**config.mk**
```make
export PLATFORM = sky130hd
export DESIGN_NAME = bds_queue
export DESIGN_NICKNAME = d
export VERILOG_FILES = /design/src/bds_pkg.sv /design/src/bds_queue.sv
export SDC_FILE = /design/constraint.sdc
export NUM_CORES = 1
export LEC_CHECK = 0
export ABC_AREA = 1
export ABC_CLOCK_PERIOD_IN_PS = 11000
export BUFFER_PORTS_ARGS = -buffer_cell sky130_fd_sc_hd__buf_2
export CORE_ASPECT_RATIO = 1.5
export CORE_UTILIZATION = 60
export CTS_CLUSTER_SIZE = 24
export DETAILED_ROUTE_END_ITERATION = 16
export PLACE_DENSITY_LB_ADDON = 0.05
export RECOVER_POWER = 25
export SYNTH_ARGS = -nofsm -noshare
export SYNTH_HDL_FRONTEND = slang
export SYNTH_SLANG_ARGS = --single-unit
```
**constraint.sdc**
```tcl
create_clock -name clk -period 11 [get_ports clk]
set_clock_uncertainty 0.15 [all_clocks]
set_input_delay 2.2 -clock clk [delete_from_list [all_inputs] [get_ports clk]]
set_output_delay 2.2 -clock clk [all_outputs]
set_load 0.05 [all_outputs]
```
**src/bds_pkg.sv**
```systemverilog
`default_nettype none
package bds_pkg;

  localparam int MAX_COLUMNS   = 1024;
  localparam int MAX_ROWS      = 512;
  localparam int FRACTION_BITS = 8;
  localparam int DEPTH_BITS    = 16;

  localparam int COL_BITS  = $clog2(MAX_COLUMNS);
  localparam int ROW_BITS  = $clog2(MAX_ROWS);
  localparam int ADDR_BITS = COL_BITS + ROW_BITS;
  localparam int MEM_DEPTH = MAX_COLUMNS * MAX_ROWS;

  localparam int X_BITS   = 18;
  localparam int Y_BITS   = 17;
  localparam int DV_BITS  = 17;
  localparam int OUT_BITS = 17;
  localparam int W_BITS   = 11;
  localparam int H_BITS   = 10;
  localparam int DIFF_BITS = 16;
  localparam int CFG_IDX_BITS  = 2;
  localparam int CFG_DATA_BITS = 16;

  localparam int WT_BITS  = 2 * FRACTION_BITS + 1;
  localparam int ACC_BITS = WT_BITS + DEPTH_BITS + 1;
  localparam int QB       = DEPTH_BITS;

  localparam logic [W_BITS-1:0]    MAP_WIDTH_RST  = W_BITS'(1024);
  localparam logic [H_BITS-1:0]    MAP_HEIGHT_RST = H_BITS'(512);
  localparam logic [DIFF_BITS-1:0] MAX_DIFF_RST   = DIFF_BITS'(800);
  localparam logic [DEPTH_BITS-1:0] DEPTH_MAX     = {DEPTH_BITS{1'b1}};

  typedef logic signed [DEPTH_BITS:0] depth_t;
  localparam depth_t DEPTH_INVALID = '1;

  typedef enum logic [CFG_IDX_BITS-1:0] {
    CFG_MAP_WIDTH  = 2'd0,
    CFG_MAP_HEIGHT = 2'd1,
    CFG_MAX_DIFF   = 2'd2,
    CFG_UNUSED     = 2'd3
  } cfg_idx_t;

  typedef enum logic [1:0] {
    CMD_WRITE,
    CMD_SAMPLE,
    CMD_OUTSIDE
  } cmd_kind_t;

  typedef struct packed {
    cmd_kind_t                kind;
    logic [COL_BITS-1:0]      xl;
    logic [ROW_BITS-1:0]      yl;
    logic [FRACTION_BITS-1:0] fx;
    logic [FRACTION_BITS-1:0] fy;
    depth_t                   depth;
  } cmd_t;

  typedef struct packed {
    logic [W_BITS-1:0] w_eff;
    logic [H_BITS-1:0] h_eff;
  } geom_t;

  typedef struct packed {
    logic full;
    logic empty;
  } q_status_t;

endpackage
`default_nettype wire

```
**src/bds_queue.sv**
```systemverilog
`default_nettype none
module bds_queue import bds_pkg::*; (
  input  wire logic clk,
  input  wire logic rst_n,
  input  wire logic push,
  input  wire cmd_t push_cmd,
  input  wire logic pop,
  output cmd_t      head,
  output q_status_t q_stat
);

  localparam int QDEPTH = 4;
  localparam int PB = $clog2(QDEPTH);

  cmd_t          mem_r [QDEPTH];
  logic [PB-1:0] wp_r;
  logic [PB-1:0] rp_r;
  logic [PB:0]   cnt_r;
  logic          do_push;
  logic          do_pop;

  assign q_stat.full  = (cnt_r == (PB+1)'(QDEPTH));
  assign q_stat.empty = (cnt_r == '0);
  assign do_push = push && !q_stat.full;
  assign do_pop  = pop && !q_stat.empty;
  assign head    = mem_r[rp_r];

  always_ff @(posedge clk) begin
    if (!rst_n) begin
      wp_r  <= '0;
      rp_r  <= '0;
      cnt_r <= '0;
    end else begin
      if (do_push) wp_r <= wp_r + PB'(1);
      if (do_pop)  rp_r <= rp_r + PB'(1);
      cnt_r <= cnt_r + (PB+1)'(do_push) - (PB+1)'(do_pop);
    end
  end

  always_ff @(posedge clk) begin
    if (do_push) begin
      mem_r[wp_r] <= push_cmd;
    end
  end

endmodule
`default_nettype wire

```
==> run metrics <==
Fin Setup TNS=0 ns; mapped cell area=8470 µm²; Syn. warnings=0; first-pass GRT wire length=25200 µm; die height=147 µm; vias=just over 5000; CP Capture Type=output port; Buffers on Ports=113; Max transition margin=26.3%; RD Place Congestion=0.735; Crit path max-delay family=flip-flops; post-synthesis register bit count=225; critical path's slowest cell=dfxtp_4; syn_nets=655; clock-pin slew on the worst setup and hold paths=0.06 ns; RSZ-0062 raised after global routing=false; Final Setup Violations=0; Avg WL per Cell=18.8 µm; status=finished clean; vias per cell=5.81; Tightest Hold Check Type=reg2reg; total grt overflow=0; Post-Syn Instances=between 500 and 600; Fin. Hold Viols=0; IO Pins=114; period utilisation layout=47.2%; Die W=~100 µm; total die area=14600 µm²; most frequent cell after synthesis=edfxtp_1; CTS max path bufs=3; Leakage=3.36 nW; post-route ant nets=0; initial antenna violation count=0; Root Driver=clkbuf_16; CTS resizes=0; 1st-iter DRT viols=between 200 and 300; CTS tree=built; Synth Flop Type=edfxtp_1; Worst Max-Slew Pin Slew=1.11 ns; CTS Hold Bufs=0; Synth Area per Inst=roughly 14 µm²; worst-path cell chain=inv_6, o21ai_0, o22ai_1, buf_2; Critical Path Source Type=flip-flop; ant diodes=0; nets=761; H-tree depth=1; Initial Util=62.0%; final slew viol count=0; FFs w/ async S/R, synth=0%; Worst-Skew Late Latency=0.47 ns; critical path class=reg2out; Core ar.=13700 µm²; synth-to-layout area growth=14.0%; overall routed net length=16300 µm; # Max-Cap Violations=0; Synth area leader=edfxtp_1; Area after DPL=9100 µm²; crit path DAT=~2.8 ns; pin count of the biggest net entering global routing=between 100 and 150; Max FO, Critical Path=~110; register area share after synthesis=78.7%; Post-CTS Setup Bufs=0; Yosys cell types=18; share of layout cells above drive strength 1=16.0%; worst path bufs/invs=2; Final Instance Area=9650 µm²; Synth top cells by count=edfxtp_1 (216), nor2_1 (120), o21ai_0 (93); cell area power density=259 nW/µm²; CP max stage delay=between 1 and 1.5 ns; max frequency=about 190 MHz; vias in the first global route=5116; cts bufs inserted=20; post-synth top area share=76.6%; drt drc=0; min Tclk post-route=5.19 ns; Sink Count=225; EDFF count, synth=216; GRT Total Usage=approximately 22%; Max IR drop VDD=181 µV; Detailed Place HPWL=8550 µm; TritonRoute pass-1 iters=5; worst endpoint required time=8.65 ns; # rows=52; top post-synthesis cells by area=edfxtp_1 (77%), o21ai_0 (5.5%), nor2_1 (5.3%)
sequential cells by signal (all words and copies together), names as in the netlist, named ones only:
name,count
wp_r,2
mem_r,216
cnt_r,3
rp_r,2
worst register-to-register path, cell delays in order, from the launching register on:
cell	delay, ns
dfxtp_1	0.36
nor2_1	0.07
nand2_1	0.16
nand2_1	0.28
nor2_4	0.37
buf_4	0.63
cell type report:
type	instances	area [µm²]
flip-flops and latches	225	6670
fillers	947	4010
multi-input cells	312	1550
repair buffers	118	558
clock buffers	24	537
well taps	162	203
inverters	19	76.3
clock inverters	8	57.6
where the power goes:
part | internal [mW] | switching (mW) | leakage (nW) | total [mW]
clock | 0.367 | 0.277 | 0.290 | 0.644
combinational | 0.159 | 0.599 | 1.01 | 0.757
sequential | 1.04 | 0.0557 | 2.05 | 1.10
final timing paths:
kind | start | end | slack (ns) | cells after the start
worst max-delay path | flip-flop | head[48] | 5.81 | 4
worst min-delay path | rp_r[0] | rp_r[0] | 0.34 | 2
worst max register to register | cnt_r[1] | mem_r[1][29] | 8.58 | 5
worst min register to register | rp_r[0] | rp_r[0] | 0.34 | 2
placed cells by master (no fill, tap or decap), types with 7 or more instances in the layout:
| master | n |
|---|---|
| edfxtp_1 | 216 |
| nor2_1 | 116 |
| o21ai_0 | 93 |
| buf_2 | 77 |
| o22ai_1 | 54 |
| clkbuf_1 | 39 |
| clkbuf_16 | 21 |
| inv_1 | 17 |
| o21ai_1 | 15 |
| nand2_1 | 14 |
| dfxtp_1 | 7 |
logic make-up (layout without fill, tap and decap cells):
kind of cell / Yosys count / count (layout) / share of synthesized area (%)
buffers and inverters: 53 / 169 / 3.30
AO/OA/AOI/OAI: 167 / 167 / 10.7
AND/OR/NAND/NOR: 138 / 138 / 6.18
flip-flops: 225 / 225 / 78.7
adder cells (fa/ha/maj): 7 / 7 / 1.12
metrics by stage:
step | power [mW] | std cells | setup slack (ns) | util (%) | hold slack (ns)
finish | 2.50 | 868 | 5.81 | 70.7 | 0.344
global route | 2.60 | 868 | 5.58 | 70.7 | 0.401
CTS | 2.52 | 868 | 5.82 | 71.0 | 0.349
detailed placement | 1.88 | 836 | 6.32 | 66.6 | 0.338
global placement | 1.86 | 836 | 6.44 | 66.6 | 0.314
floorplan | 1.70 | 590 | 5.80 | - | 0.298
layer usage:
metal / part of all wire (%) / track usage, %
met5: 0 / 0
met3: 6.7 / 3.78
met1: 41 / 28.7
met4: 2.0 / 8.13
met2: 50 / 37.8
(Power assumes the default switching activity.)
