==> src/bds_pkg.sv <==
`default_nettype none
package bds_pkg;

  localparam int MAX_COLUMNS   = 1024;
  localparam int MAX_ROWS      = 512;
  localparam int FRACTION_BITS = 8;
  localparam int DEPTH_BITS    = 16;

  localparam int COL_BITS  = $clog2(MAX_COLUMNS);
  localparam int ROW_BITS  = $clog2(MAX_ROWS);
  localparam int ADDR_BITS = COL_BITS + ROW_BITS;
  localparam int MEM_DEPTH = MAX_COLUMNS * MAX_ROWS;

  localparam int X_BITS   = 18;
  localparam int Y_BITS   = 17;
  localparam int DV_BITS  = 17;
  localparam int OUT_BITS = 17;
  localparam int W_BITS   = 11;
  localparam int H_BITS   = 10;
  localparam int DIFF_BITS = 16;
  localparam int CFG_IDX_BITS  = 2;
  localparam int CFG_DATA_BITS = 16;

  localparam int WT_BITS  = 2 * FRACTION_BITS + 1;
  localparam int ACC_BITS = WT_BITS + DEPTH_BITS + 1;
  localparam int QB       = DEPTH_BITS;

  localparam logic [W_BITS-1:0]    MAP_WIDTH_RST  = W_BITS'(1024);
  localparam logic [H_BITS-1:0]    MAP_HEIGHT_RST = H_BITS'(512);
  localparam logic [DIFF_BITS-1:0] MAX_DIFF_RST   = DIFF_BITS'(800);
  localparam logic [DEPTH_BITS-1:0] DEPTH_MAX     = {DEPTH_BITS{1'b1}};

  typedef logic signed [DEPTH_BITS:0] depth_t;
  localparam depth_t DEPTH_INVALID = '1;

  typedef enum logic [CFG_IDX_BITS-1:0] {
    CFG_MAP_WIDTH  = 2'd0,
    CFG_MAP_HEIGHT = 2'd1,
    CFG_MAX_DIFF   = 2'd2,
    CFG_UNUSED     = 2'd3
  } cfg_idx_t;

  typedef enum logic [1:0] {
    CMD_WRITE,
    CMD_SAMPLE,
    CMD_OUTSIDE
  } cmd_kind_t;

  typedef struct packed {
    cmd_kind_t                kind;
    logic [COL_BITS-1:0]      xl;
    logic [ROW_BITS-1:0]      yl;
    logic [FRACTION_BITS-1:0] fx;
    logic [FRACTION_BITS-1:0] fy;
    depth_t                   depth;
  } cmd_t;

  typedef struct packed {
    logic [W_BITS-1:0] w_eff;
    logic [H_BITS-1:0] h_eff;
  } geom_t;

  typedef struct packed {
    logic full;
    logic empty;
  } q_status_t;

endpackage
`default_nettype wire

==> src/bds_front.sv <==
`default_nettype none
module bds_front import bds_pkg::*; (
  input  wire logic                  clk,
  input  wire logic                  rst_n,
  input  wire geom_t                 geom,
  input  wire logic                  hold,
  input  wire logic                  in_valid,
  output logic                       in_stall,
  input  wire logic                  in_operation,
  input  wire logic [X_BITS-1:0]     in_x_pos,
  input  wire logic [Y_BITS-1:0]     in_y_pos,
  input  wire logic signed [DV_BITS-1:0] in_depth_value,
  input  wire q_status_t             q_stat,
  output logic                       push,
  output cmd_t                       push_cmd
);

  logic  v_r;
  cmd_t  cmd_r;
  cmd_t  cmd_nxt;
  logic  keep_nxt;
  logic  accept;
  logic [X_BITS-FRACTION_BITS-1:0] xi;
  logic [Y_BITS-FRACTION_BITS-1:0] yi;
  logic [W_BITS+FRACTION_BITS-1:0] lim_x;
  logic [H_BITS+FRACTION_BITS-1:0] lim_y;
  logic outside;

  assign in_stall = hold || (v_r && q_stat.full);
  assign accept   = in_valid && !in_stall;
  assign push     = v_r && !q_stat.full;
  assign push_cmd = cmd_r;

  assign xi    = in_x_pos[X_BITS-1:FRACTION_BITS];
  assign yi    = in_y_pos[Y_BITS-1:FRACTION_BITS];
  assign lim_x = {geom.w_eff - W_BITS'(1), {FRACTION_BITS{1'b0}}};
  assign lim_y = {geom.h_eff - H_BITS'(1), {FRACTION_BITS{1'b0}}};
  assign outside = (geom.w_eff == '0) || (geom.h_eff == '0) ||
                   ((W_BITS+FRACTION_BITS)'(in_x_pos) > lim_x) ||
                   ((H_BITS+FRACTION_BITS)'(in_y_pos) > lim_y);

  always_comb begin
    cmd_nxt.xl = COL_BITS'(xi);
    cmd_nxt.yl = ROW_BITS'(yi);
    cmd_nxt.fx = in_x_pos[FRACTION_BITS-1:0];
    cmd_nxt.fy = in_y_pos[FRACTION_BITS-1:0];
    if (in_depth_value[DV_BITS-1]) begin
      cmd_nxt.depth = DEPTH_INVALID;
    end else if (in_depth_value[DV_BITS-2:0] > (DV_BITS-1)'(DEPTH_MAX)) begin
      cmd_nxt.depth = {1'b0, DEPTH_MAX};
    end else begin
      cmd_nxt.depth = depth_t'(in_depth_value[DV_BITS-2:0]);
    end
    keep_nxt = 1'b1;
    if (!in_operation) begin
      cmd_nxt.kind = CMD_WRITE;
      // writes outside the map in use are dropped here
      keep_nxt = ((W_BITS+1)'(xi) < (W_BITS+1)'(geom.w_eff)) &&
                 ((H_BITS+1)'(yi) < (H_BITS+1)'(geom.h_eff));
    end else if (outside) begin
      cmd_nxt.kind = CMD_OUTSIDE;
    end else begin
      cmd_nxt.kind = CMD_SAMPLE;
    end
  end

  always_ff @(posedge clk) begin
    if (!rst_n) begin
      v_r <= 1'b0;
    end else if (accept) begin
      v_r <= keep_nxt;
    end else if (push) begin
      v_r <= 1'b0;
    end
  end

  always_ff @(posedge clk) begin
    if (accept) begin
      cmd_r <= cmd_nxt;
    end
  end

endmodule
`default_nettype wire

==> config.mk <==
export PLATFORM = sky130hd
export DESIGN_NAME = bds_front
export DESIGN_NICKNAME = d
export VERILOG_FILES = /design/src/bds_pkg.sv /design/src/bds_front.sv
export SDC_FILE = /design/constraint.sdc
export NUM_CORES = 1
export LEC_CHECK = 0
export BUFFER_PORTS_ARGS = -buffer_cell sky130_fd_sc_hd__buf_2
export CORE_UTILIZATION = 47
export CTS_CLUSTER_SIZE = 8
export DETAILED_ROUTE_END_ITERATION = 16
export PLACE_DENSITY = 0.8
export SETUP_SLACK_MARGIN = 0.5
export SLEW_MARGIN = 20
export SYNTH_ARGS = -nofsm -noshare
export SYNTH_HDL_FRONTEND = slang
export SYNTH_SLANG_ARGS = --single-unit
==> constraint.sdc <==
create_clock -name clk -period 3.2 [get_ports clk]
set_input_delay 0.64 -clock clk [delete_from_list [all_inputs] [get_ports clk]]
set_output_delay 0.64 -clock clk [all_outputs]
set_load 0.05 [all_outputs]
==> metrics.txt <==
instance count along the most critical hold path 1; share of synthesized registers carrying an async set or reset 0; largest net degree at the start of global routing 28; Initial DRT Pass Iterations 4; type of the worst setup path input pin to register; number of antenna violations at the first check in global routing 0; Final Hold Viols 0; portion of netlist area occupied by mux cells 0; total vias in the final route 2318; antenna cells 0; Warnings, synthesis 0; arrival time at the worst endpoint 2.63 ns; number of DRC violations after detailed-routing iteration 0 74; post-synthesis instance total 239; reported max-cap violation count 0; commonest cells after routing, fill and taps aside 134 x sky130_fd_sc_hd__buf_2, 54 x sky130_fd_sc_hd__edfxtp_1, 38 x sky130_fd_sc_hd__ha_1; Post-CTS Hold Fix Bufs 0; share of final-layout standard cells stronger than drive strength 1 0.4726; die area just under 7000 sq um; total area of sequential cells 1642 sq um; number of top-level pins about 140; XOR/XNOR Fraction of Synth Area 0.04335; endpoint of the worst hold-timing path push_cmd[20]$_DFFE_PP_; most common cell after layout, fill and taps aside sky130_fd_sc_hd__buf_2; type of the most critical hold path input pin to register; number of slew-limit violations in the final report 0; number of buffers inserted during clock tree synthesis 5; category of the worst setup path launch point input pin; power density relative to cell area 403.9 nW/um^2; die outline height 82.30 um; area overhead of the layout relative to synthesis 29.98%; post-synthesis cell type count 43; reported leakage power roughly 0.0018 uW; setup TNS 0 ns; row cnt 28; number of cell instances on the worst register-to-register path 3; R2R setup slack around 1.5 ns; Overall Global Routing Usage 0.1932; beginning of the worst register-to-register path v_r$_SDFFE_PN0P_; detailed-route vias per instance 5.061; achievable frequency about 400 MHz; proportion of netlist area held by the largest area contributor 0.5351; grt ovf 0; Max VDD drop 0.2677 mV; nets@finish roughly 500; number of setup buffers added after CTS 0; core area 6061 sq um; top area cells in the synthesized netlist sky130_fd_sc_hd__edfxtp_1 54%, sky130_fd_sc_hd__ha_1 17%, sky130_fd_sc_hd__xnor2_1 4.0%; number of buffers on the longest clock path 2; TritonCTS clock tree done; filler-free cell count of the finished design 458; total wirelength of the detailed-routed design about 6.6 mm; Seq/Total Area, Yosys 0.5417; Cells after DPL 450; commonest register cell after synthesis sky130_fd_sc_hd__edfxtp_1; largest fanout on the critical path 3; Final GP Congestion 0.8406; fraction of the mapped netlist area in simple logic gates 0.1354; HPWL after DPL 5.406 mm; crit share post-route 0.8026; number of fillers in the final layout 513; Synth Register Bits 55; Chip Width 82.30 um; average cell area after synthesis 12.68 sq um; transition time at the pin with the least slew margin 0.6214 ns; max-slew headroom at the worst pin 0.5857; cell at the root of the clock tree sky130_fd_sc_hd__clkbuf_8; starting utilization of the core area 0.5000; area of the multi-input gates 1339 sq um; Post-synth EDFFs 54; main combinational cell family by area after synthesis adder cells; share of the synthesized area in compound gates (AO/OA/AOI/OAI) 0.08464; result of the run finished clean; source-to-sink clock delay at the later pin of the worst-skew pair roughly 0.29 ns; kind of end point of the critical path register; clock-pin slew of the registers on the worst-case setup and hold paths 0.09 ns; first-pass GRT wire length about 10 mm; area leader, netlist sky130_fd_sc_hd__edfxtp_1; final-report setup violation count 0; cell area after synthesis a little over 3000 sq um; H-tree Lvls 2; post-layout utilization of the core 0.6499; Port-buffer cells ~130; Post-route DRC 0; area share of fa/ha/maj cells after synthesis 0.1652; clock net sink count 55; synthesized netlist net count 359; clk_skew 0.002631 ns; DR WL/cell 14.50 um; minimum clock period 2.568 ns; FF-to-FF End push_cmd[40]$_DFFE_PP_; critical path required time 3.26 ns; unrepaired setup endpoints after global routing false; critical hold path startpoint in_y_pos[3]; vias in the first global route 2171; count of antenna-violating nets left after detailed routing 0
per-layer routing:
metal	vias up	GRT usage	wire [um]
met5	-	0	0
met4	0	0.07018	104
met3	9	0.02418	421
met2	87	0.3231	3146
met1	1049	0.2563	2968
li1	1173	-	-
per-stage QoR:
stage                     total power (uW)  worst slack, ns  area (sq um)  hold WS, ns
after floorplan                       1108           0.5660          3030       0.5609
after global placement                1228           0.3054          3815       0.5990
after detailed placement              1240           0.2788          3815       0.6111
after CTS                             1597           0.5972          3900       0.5231
after global routing                  1665           0.4941          3939       0.5140
final                                 1591           0.6317          3939       0.5308
sequential cells by signal, indices dropped and copies added (netlist names):
signal	flops
push_cmd	54
v_r	1
area by class of cell:
type                       instances  share of cell area
tap                               75             0.02382
sequential                        55              0.4168
timing repair buffer             137              0.1760
multi-input combinational        160              0.3399
inverter                          23             0.02192
clock inverter                     2            0.003177
clock buffer                       6             0.01842
logic make-up after synthesis:
family,after synthesis
AND/OR/NAND/NOR,68
flip-flops,55
adder cells (fa/ha/maj),40
AO/OA/AOI/OAI,37
buffers and inverters,24
XOR/XNOR,15
Yosys cell counts (all sizes together), types with 2 or more instances:
| library cell | instances |
|---|---|
| o31ai | 2 |
| nand3 | 5 |
| nand4 | 7 |
| o21a | 5 |
| nor4 | 6 |
| nor3 | 5 |
| or2 | 16 |
| a21o | 6 |
| o21ai | 4 |
| nor2 | 7 |
| ha | 40 |
| inv | 23 |
| and2 | 2 |
| and3 | 2 |
| o2111ai | 2 |
| xnor2 | 14 |
| nor2b | 3 |
| edfxtp | 54 |
| a21oi | 11 |
| nand2 | 8 |
timing repair:
item,in CTS,in global routing
resized for setup,0,10
hold endpoints to repair,0,0
endpoints found under the setup margin,0,2
how the worst max path moves through the flow:
| stage | startpoint | to | slack [ns] |
|---|---|---|---|
| 2_1_floorplan | q_stat[1] | v_r$_SDFFE_PN0P_ | 0.57 |
| 3_3_place_gp | geom[0] | push_cmd[53]$_SDFFCE_PN0P_ | 0.31 |
| 3_5_place_dp | geom[0] | push_cmd[52]$_SDFFCE_PN0P_ | 0.28 |
| 4_1_cts | geom[0] | push_cmd[53]$_SDFFCE_PN0P_ | 0.60 |
| 5_1_grt | geom[2] | push_cmd[52]$_SDFFCE_PN0P_ | 0.49 |
| 6_report | geom[0] | push_cmd[52]$_SDFFCE_PN0P_ | 0.63 |
critical path: stages:
cell and delay [ns]:
sky130_fd_sc_hd__buf_2 0.11, sky130_fd_sc_hd__inv_2 0.08, sky130_fd_sc_hd__ha_2 0.19, sky130_fd_sc_hd__nand2_1 0.10, sky130_fd_sc_hd__nor2_1 0.13, sky130_fd_sc_hd__xnor2_1 0.08, sky130_fd_sc_hd__ha_1 0.29, sky130_fd_sc_hd__nand4_1 0.15
sky130_fd_sc_hd__o2111ai_2 0.20, sky130_fd_sc_hd__a31oi_1 0.10, sky130_fd_sc_hd__or3_1 0.39, sky130_fd_sc_hd__and3_1 0.17
power by group:
group / internal (uW) / switching [uW]
Sequential: 830 / 7.85
Clock: 154 / 209
Combinational: 136 / 254
Total: 1120 / 471
(Power assumes the default switching activity.)
